$ cat src/rtl/bqd_pkg.sv
`timescale 1ns / 1ps
//------------------------------------------------------------------------------
// Biquad filter package
// Fixed-point formats, beat types and register indexes of the biquad filter.
//------------------------------------------------------------------------------
package bqd_pkg;

  localparam int SAMPLE_BITS  = 16;
  localparam int SAMPLE_FRAC  = SAMPLE_BITS - 1;
  localparam int OUT_BITS     = 24;
  localparam int OUT_FRAC     = 15;
  localparam int COEF_FRAC    = 16;
  localparam int MAX_FRAC     = (SAMPLE_FRAC > OUT_FRAC) ? SAMPLE_FRAC : OUT_FRAC;
  localparam int X_SHIFT      = MAX_FRAC - SAMPLE_FRAC;
  localparam int Y_SHIFT      = MAX_FRAC - OUT_FRAC;
  localparam int ROUND_SHIFT  = COEF_FRAC + MAX_FRAC - OUT_FRAC;
  localparam int NUM_COEFS    = 5;
  localparam int CFG_IDX_BITS = 3;

  typedef enum logic [CFG_IDX_BITS-1:0] {
    IDX_B0 = 3'd0,
    IDX_B1 = 3'd1,
    IDX_B2 = 3'd2,
    IDX_A1 = 3'd3,
    IDX_A2 = 3'd4
  } coef_idx_e;

  typedef struct packed {
    logic signed [SAMPLE_BITS-1:0] sample_in;
    logic                          buffer_end;
  } bqd_in_t;

  typedef struct packed {
    logic signed [OUT_BITS-1:0] sample_out;
    logic                       overflow;
    logic                       buffer_end_out;
  } bqd_out_t;

endpackage

$ cat src/rtl/bqd_coef_regs.sv
`timescale 1ns / 1ps
//------------------------------------------------------------------------------
// Biquad coefficient registers
// Holds the five filter coefficients, written through the configuration port.
//------------------------------------------------------------------------------
module bqd_coef_regs import bqd_pkg::*; #(
  parameter int COEF_BITS = 20,
  parameter int COEF_W    = 20
) (
  input  logic                                 clk_i,
  input  logic                                 rst_ni,
  input  logic                                 cfg_we_i,
  input  logic [CFG_IDX_BITS-1:0]              cfg_index_i,
  input  logic [COEF_BITS-1:0]                 cfg_data_i,
  output logic [NUM_COEFS-1:0][COEF_W-1:0]     coef_o
);

  // The b0 entry sits in the lowest bits and resets to 1.0; all others reset to zero.
  localparam logic [NUM_COEFS*COEF_W-1:0] COEF_RESET = (NUM_COEFS*COEF_W)'(1) << COEF_FRAC;

  logic [NUM_COEFS-1:0][COEF_W-1:0] coef_q;
  logic [NUM_COEFS-1:0][COEF_W-1:0] coef_d;
  logic [COEF_W-1:0]                wr_value;

  assign wr_value = COEF_W'($signed(cfg_data_i));

  always_comb begin
    coef_d = coef_q;
    if (cfg_we_i) begin
      unique case (coef_idx_e'(cfg_index_i))
        IDX_B0: coef_d[IDX_B0] = wr_value;
        IDX_B1: coef_d[IDX_B1] = wr_value;
        IDX_B2: coef_d[IDX_B2] = wr_value;
        IDX_A1: coef_d[IDX_A1] = wr_value;
        IDX_A2: coef_d[IDX_A2] = wr_value;
        default: coef_d = coef_q;
      endcase
    end
  end

  always_ff @(posedge clk_i or negedge rst_ni) begin
    if (!rst_ni) begin
      coef_q <= COEF_RESET;
    end else begin
      coef_q <= coef_d;
    end
  end

  assign coef_o = coef_q;

endmodule

$ cat config.mk
export PLATFORM = sky130hd
export DESIGN_NAME = bqd_coef_regs
export DESIGN_NICKNAME = d
export VERILOG_FILES = /design/src/rtl/bqd_pkg.sv /design/src/rtl/bqd_coef_regs.sv
export SDC_FILE = /design/constraint.sdc
export NUM_CORES = 1
export LEC_CHECK = 0
export ABC_AREA = 1
export BUFFER_PORTS_ARGS = -buffer_cell sky130_fd_sc_hd__buf_4
export CORE_MARGIN = 2
export CORE_UTILIZATION = 46
export DETAILED_ROUTE_END_ITERATION = 7
export PLACE_DENSITY = 0.76
export SLEW_MARGIN = 20
export SYNTH_ARGS = -nofsm -noshare
export SYNTH_HDL_FRONTEND = slang
export SYNTH_SLANG_ARGS = --single-unit
$ cat constraint.sdc
create_clock -name clk_i -period 0.8 [get_ports clk_i]
set_input_delay 0.16 -clock clk_i [delete_from_list [all_inputs] [get_ports clk_i]]
set_output_delay 0.16 -clock clk_i [all_outputs]
set_load 0.01 [all_outputs]
* Word level (Yosys, flattened, before mapping)
Index checks and enable logic that the tools add are counted.
** Word-level totals
- Bits of input ports :: 26
- Flip-flop bits (word level) :: 100
- Output and inout bits :: 100
** Operators by class
- Reduce and logical (&&, ||, !) cells :: 6
- Equal/unequal tests :: 4
** Operator list (number)
- AND reduction 2 bit :: 5
- == test 3 x 2 -> 1 bit (second input constant) :: 2
- == test 3 x 1 -> 1 bit (second input constant) :: 1
- == test 3 bit (second input constant) :: 1
- logical NOT 3 bit :: 1

* Depth between registers and ports, before layout
Gate-level depths: netlist (run 1).
- Depth after elaboration :: 2
- Depth in mapped cells :: 6

* Worst setup path before layout (run 1)
OpenSTA, ideal clock, no wires.
- Path type :: in2reg
- From :: in cfg_we_i
- To :: reg coef_q, in the netlist coef_o[60]
- Setup time :: 116 ps
- Path slack :: 31 ps
- Path buffers :: 1
- Required time :: 684 ps
- Arrival :: 653 ps
- Stages :: 6
- Cells stage by stage :: inv_2 > nor2_4 > nand2_1 > buf_2 > nand2_1 > nand2_1
** On the way
- Longest elaborated chain between the ends :: 1
** Ends and longest elaborated chain
- start: declaration :: line bqd_coef_regs.sv:12 : input logic cfg_we_i,
- AND reduction 2 bit (no source line)
- end signal: assignment :: line bqd_coef_regs.sv:45 : coef_q <= coef_d;
- end: declaration :: line bqd_coef_regs.sv:21 : logic [NUM_COEFS-1:0][COEF_W-1:0] coef_q;
No other way between the ends.
A chain may end at the register's enable or synchronous reset.

* Worst setup path in the final report (run 1)
- From :: reg coef_q, in the netlist coef_o[16]
- To :: out coef_o[16] in the netlist's numbering
** RTL lines
- end: declaration :: line bqd_coef_regs.sv:15 : output logic [NUM_COEFS-1:0][COEF_W-1:0] coef_o
No word-level cell between the ends.

==> metrics.md, run 1 <==
| Metric | Value |
|---|---|
| CTS buffer count | `9` |
| CP Launch Point | `coef_o[16]` |
| Reg2Reg Setup Slack | `-0.05 ns` |
| Number of flip-flops in the largest register | `100` |
| Static leakage | `0.00335 uW` |
| CTS Sinks | `100` |
| FILL cells | `590` |
| Maximum root-to-sink buffer count | `2` |
| Die Span Y | `96.7 microns` |
| Largest family of logic cells by synthesized area | `simple AND/OR/NAND/NOR gates` |
| Synth top area share | `62.7%` |
| Chip Width | `96.7 microns` |
| H-tree levels | `3` |
| Gr ovfl total | `0` |
| RSZ-0062 raised after global routing | `true` |
| Final hold vios | `0` |
| Hold Crit Class | `in -> reg` |
| Yosys warnings | `0` |
| Sequential area share after synthesis | `63.4%` |
| Critical path arrival | `1.04 ns` |
| Post-synth top area cell | `dfrtp_1` |
| Post-route ant nets | `0` |
| FMAX | `836 MHz` |
| Top Ports | `126` |
| Drt wl/cell | `15.7 microns` |
| Synth top area cells | `dfrtp_1 (63%), nand2_1 (22%), nand3_1 (10%)` |
| Minimum clock period after layout | `1.20 ns` |
| Post-DP HPWL | `7800 microns` |
| Initial DRC count | `256` |
| Crit start category | `flop` |
| CP Buf/Inv Count | `1` |
| Slowest stage delay, CP | `0.56 ns` |
| WHS | `0.0262 ns` |
| # diodes | `0` |
| CP endpoint | `coef_o[16]` |
| Area Growth Syn to Fin | `53.8%` |
| Period utilization | `149%` |
| Final Max Slew Viols | `0` |
| Final setup violation count | `104` |
| R2r endpoint | `coef_o[19]` |
| Ys flop type | `dfrtp_1` |
| Vias in the first global route | `3752` |
| Drc violations | `0` |
| CTS clk-pin slew, worst paths | `0.11 ns` |
| Starting Density | `47.8%` |
| Flop and latch count out of synthesis | `100` |
| Count leader, synth | `nand2_1` |
| GPL Wtd Cong | `0.809` |
| Worst-margin pin slew | `0.288 ns` |
| Failing checks | `negative setup slack` |
| Adder-cell share of the synthesized area | `0%` |
| Synth Instances | `447` |
| Worst reg2reg path depth | `4` |
| Final WS setup | `-0.396 ns` |
| Layout cells sized above 1 | `35.5%` |
| Crit-path slowest cell | `dfstp_2` |
| CP cell instances | `buf_6` |
| # Max-Cap Violations | `0` |
| DR vias | `3821` |
| WL final | `11600 microns` |
| Core box area | `0.00826 sq mm` |
| Pwr dens | `2420 mW/mm^2` |
| DRT Pass-1 Iters | `5` |
| Cell Rows | `33` |
| VDD IR max | `0.00138 V` |
| Synth cell count leaders | `nand2_1 (228), dfrtp_1 (99), nand3_1 (80), buf_2 (28), inv_1 (5)` |
| EDFF count, synth | `0` |
| Initial antenna violation count | `0` |
| Syn nets | `473` |
| Vias/cell | `5.18` |
| Post-synth cell types | `10` |
| Avg Synthesized Cell Area | `8.84 sq um` |
| CP Depth | `1` |
| Tot GR Track Use | `24.7%` |
| Post-Syn Area | `0.00395 sq mm` |
| Synth Area in Compound Gates | `0%` |
| Die area | `0.00935 sq mm` |
| Pin count of the biggest net entering global routing | `31` |
| CP endpoint kind | `primary output` |
| Worst slack, placed | `-0.279 ns` |
| Clock Latency Late Sink | `0.37 ns` |
| CP required | `0.64 ns` |
| Asr flop ratio synth | `100%` |
| Xor/xnor cell area share of the yosys netlist | `0%` |
| Status | `complete, but fails checks` |
| Worst R2R Start | `coef_o[19]` |
| PortBufs | `125` |
| # nets final | `654` |
| Simple-gate share of the synthesized area | `32.5%` |
| Crit-path max FO | `2` |
| Skew final | `0 ns` |
| CTS tree | `yes` |
| First-pass GRT wire length | `18700 microns` |
| WS Path Type | `reg -> out` |
| Family with the most delay on the worst path | `flip-flops` |
| Mux share of post-synthesis cell area | `0%` |
| Worst slew margin | `80.8%` |
| Root Driver | `clkbuf_8` |
## power breakdown
part,internal [uW],total (uW),switching (uW)
Clock,1210,3170,1960
Combinational,2800,4750,1950
Sequential,6010,6780,771
## layout make-up
| type | count | area [sq um] | share of cell area [%] |
|---|---|---|---|
| flip-flops and latches | 100 | 2500 | 41.2 |
| repair buffers | 198 | 1920 | 31.6 |
| multi-input cells | 313 | 1310 | 21.5 |
| well taps | 105 | 131 | 2.16 |
| clock buffers | 9 | 124 | 2.04 |
| clock inverters | 7 | 70.1 | 1.15 |
| inverters | 6 | 22.5 | 0.371 |
## per-stage QoR
stage / util (%) / instance area [sq um] / TNS (ns) / power [uW] / std cells
6_report: 73.6 / 6080 / -27.64 / 14700 / 738
5_1_grt: 73.6 / 6080 / -30.08 / 15400 / 738
4_1_cts: 71.4 / 5890 / -27.64 / 14300 / 717
3_5_place_dp: 61.9 / 5110 / -21.44 / 10100 / 673
3_3_place_gp: 61.9 / 5110 / -20.05 / 10000 / 673
2_1_floorplan: - / 3950 / 0 / 7940 / 447
## layer usage
layer | global-route usage [%] | routed length, microns | vias to the layer above
met2 | 39.0 | 5630 | 178
met4 | 10.2 | 342 | 0
li1 | - | - | 1763
met5 | 0 | 0 | -
met1 | 32.3 | 4480 | 1849
met3 | 6.94 | 1150 | 31
## worst min-delay path by stage
stage | startpoint | to | slack (ns) | cells after the start
global route | cfg_data_i[3] | coef_o[63] | 0.03 | 3
detailed placement | rst_ni | coef_o[14] | 0.06 | 1
floorplan | rst_ni | coef_o[0] | -0.14 | 0
CTS | cfg_data_i[19] | coef_o[79] | 0.01 | 3
finish | cfg_data_i[19] | coef_o[79] | 0.03 | 3
global placement | rst_ni | coef_o[13] | 0.06 | 1
## kinds of logic after synthesis
family        after synthesis
simple gates              313
buf+inv                    34
flops                     100
## cell usage in the layout, fill, tap and decap left out, drive strengths merged
master         n
buf          197
clkbuf         9
clkinv         4
clkinvlp       1
dfrtp         99
dfstp          1
dlygate4sd3    1
inv            8
nand2        228
nand3         80
nor2           5
## what timing repair did
action                                  4_1_cts  5_1_grt
pin swaps                                     0        1
setup buffers                                27       21
resized for setup                           100       10
gates cloned                                  0        0
hold buffers                                  1        0
hold endpoints to repair                    100        0
endpoints found under the setup margin      100      104
## tightest hold or removal path, delay by kind of cell
kind,cells,cell delay (ns)
buffers and inverters,1,0.12
and+or+nand+nor,2,0.10
Note: power is estimated with default switching activity, not from simulation.
==> inputs of run 2 (changes only) <==
Settings changed: REMOVE_ABC_BUFFERS set to 1.
==> run 2 against run 1 <==
Effect of this change:
- largest power group unchanged
- setup slack better by 0.045 ns
- the run still ends with negative setup slack left
- total power up 5.7%
- via count up 4.3%
- combinational power up 6.3%
- critical endpoint unchanged
- critical path type unchanged
- register-to-register slack worse by 0.02 ns
==> metrics.md, run 2 (synthesis results as in run 1) <==
| Metric | Value |
|---|---|
| Final WS setup | `-0.351 ns` |
| Vias/cell | `5.23` |
| Comb power frac | `32.5%` |
| Worst R2R Start | `coef_o[45]` |
| CTS buffer count | `9` |
| CP Depth | `1` |
| Drt wl/cell | `16.5 microns` |
| Sw power | `4490 uW` |
| Root Driver | `clkbuf_8` |
| DRT Pass-1 Iters | `5` |
| Fin util | `76.7%` |
| Pin count of the biggest net entering global routing | `45` |
| CTS tree | `yes` |
| Initial DRC count | `254` |
| R2r endpoint | `coef_o[45]` |
| Total Power | `15500 uW` |
| DR vias | `3985` |
| Post-DP HPWL | `7990 microns` |
| GPL Wtd Cong | `0.793` |
| Period utilization | `144%` |
| Vias in the first global route | `3939` |
| CTS Sinks | `100` |
| Sequential cell area | `0.00250 sq mm` |
| FMAX | `869 MHz` |
| Non-filler cells, final | `762` |
| Maximum root-to-sink buffer count | `2` |
| CP endpoint | `coef_o[16]` |
| Multi-input logic area | `0.00131 sq mm` |
| PortBufs | `125` |
| CP required | `0.64 ns` |
| WS Path Type | `reg -> out` |
| Cell Int Power | `11000 uW` |
| CP Buf/Inv Count | `1` |
| VDD IR max | `0.00139 V` |
| Clk network pwr share | `23.8%` |
| Worst reg2reg path depth | `4` |
| Area Growth Syn to Fin | `60.3%` |
| Switching Fraction | `28.9%` |
| WL final | `12600 microns` |
| RSZ-0062 raised after global routing | `true` |
| Die Span Y | `96.7 microns` |
| # Max-Cap Violations | `0` |
| Drc violations | `0` |
| Final Max Slew Viols | `0` |
| Hold Crit Class | `in -> reg` |
| Top Ports | `126` |
| Static leakage | `0.00350 uW` |
| CP endpoint kind | `primary output` |
| Failing checks | `negative setup slack` |
| Crit-path slowest cell | `dfstp_2` |
| Initial antenna violation count | `0` |
| Worst-margin pin slew | `0.250 ns` |
| Chip Width | `96.7 microns` |
| CP cell instances | `buf_6` |
| H-tree levels | `3` |
| # nets final | `678` |
| Slowest stage delay, CP | `0.55 ns` |
| Clock Latency Late Sink | `0.35 ns` |
| Sequential power share | `43.7%` |
| Die area | `0.00935 sq mm` |
| Post-route ant nets | `0` |
| Pwr dens | `2450 mW/mm^2` |
| Setup TNS | `-24.67 ns` |
| Final hold vios | `0` |
| Gr ovfl total | `0` |
| Skew final | `0 ns` |
| Number of flip-flops in the largest register | `100` |
| Starting Density | `47.8%` |
| Crit start category | `flop` |
| CTS clk-pin slew, worst paths | `0.10 ns` |
| Family with the most delay on the worst path | `flip-flops` |
| Dpl cells | `681` |
| Status | `complete, but fails checks` |
| Final setup violation count | `111` |
| First-pass GRT wire length | `19500 microns` |
| Tot GR Track Use | `25.7%` |
| Core box area | `0.00826 sq mm` |
| # diodes | `0` |
| Worst slew margin | `83.3%` |
| FILL cells | `553` |
| Layout cells sized above 1 | `37.9%` |
| Reg2Reg Setup Slack | `-0.07 ns` |
| CP Launch Point | `coef_o[16]` |
| Crit-path max FO | `2` |
| Critical path arrival | `0.99 ns` |
| Commonest non-fill, non-tap cell in the layout | `nand2_1` |
| Minimum clock period after layout | `1.15 ns` |
| Cell Rows | `33` |
| Commonest cells after routing, fill and taps aside | `nand2_1 (222), buf_4 (111), buf_6 (105)` |
-- run 2: cell count changes in the layout (fill, tap and decap cells not counted), sizes merged --
cell	delta
buf	+24
clkbuf	+4
clkinv	-4
bufinv	+2
inv	-2
-- run 2: what timing repair did --
action                                  in CTS  in global routing
hold endpoints to repair                   100                  0
hold buffers                                 1                  0
pin swaps                                    0                  2
setup buffers                               35                 30
gates resized for setup                    100                 11
endpoints found under the setup margin     100                102
-- run 2: metrics by stage --
| step | area [sq um] | setup slack, ns | hold slack [ns] |
|---|---|---|---|
| final | 6330 | -0.351 | 0.0424 |
| after global routing | 6330 | -0.387 | 0.0495 |
| after CTS | 6080 | -0.366 | 0.0311 |
| after detailed placement | 5200 | -0.272 | 0.163 |
| after global placement | 5200 | -0.223 | 0.161 |
| after floorplan | 3810 | -1.03 | -0.136 |
-- run 2: final cells by class --
| type | count | share of cell area, % |
|---|---|---|
| Multi-Input combinational cell | 313 | 20.7 |
| Sequential cell | 100 | 39.5 |
| Inverter | 6 | 0.356 |
| Tap cell | 105 | 2.07 |
| Timing Repair Buffer | 222 | 33.6 |
| Clock buffer | 13 | 2.67 |
| Clock inverter | 3 | 1.07 |
-- run 2: worst min-delay path by stage --
stage,cells after the start,startpoint,to
5_1_grt,3,cfg_data_i[12],coef_o[72]
3_5_place_dp,2,rst_ni,coef_o[0]
3_3_place_gp,2,rst_ni,coef_o[0]
4_1_cts,3,cfg_data_i[10],coef_o[70]
6_report,3,cfg_data_i[14],coef_o[74]
2_1_floorplan,0,rst_ni,coef_o[0]
-- run 2: power by group through the flow --
stage,combinational [uW],clock (uW),sequential [uW]
final,5050,3690,6790
after global routing,5430,3930,6880
after CTS,4540,3720,6770
after detailed placement,3480,0,6700
after global placement,3380,0,6690
after floorplan,843,0,7040
-- run 2: per-layer routing --
metal	GRT usage, %	wire length (microns)	part of all wire [%]	vias to the layer above
li1	-	-	-	1814
met1	33.2	4940	39	1939
met2	42.9	6380	51	196
met3	4.91	920	7.3	36
met4	10.4	367	2.9	0
met5	0	0	0	-
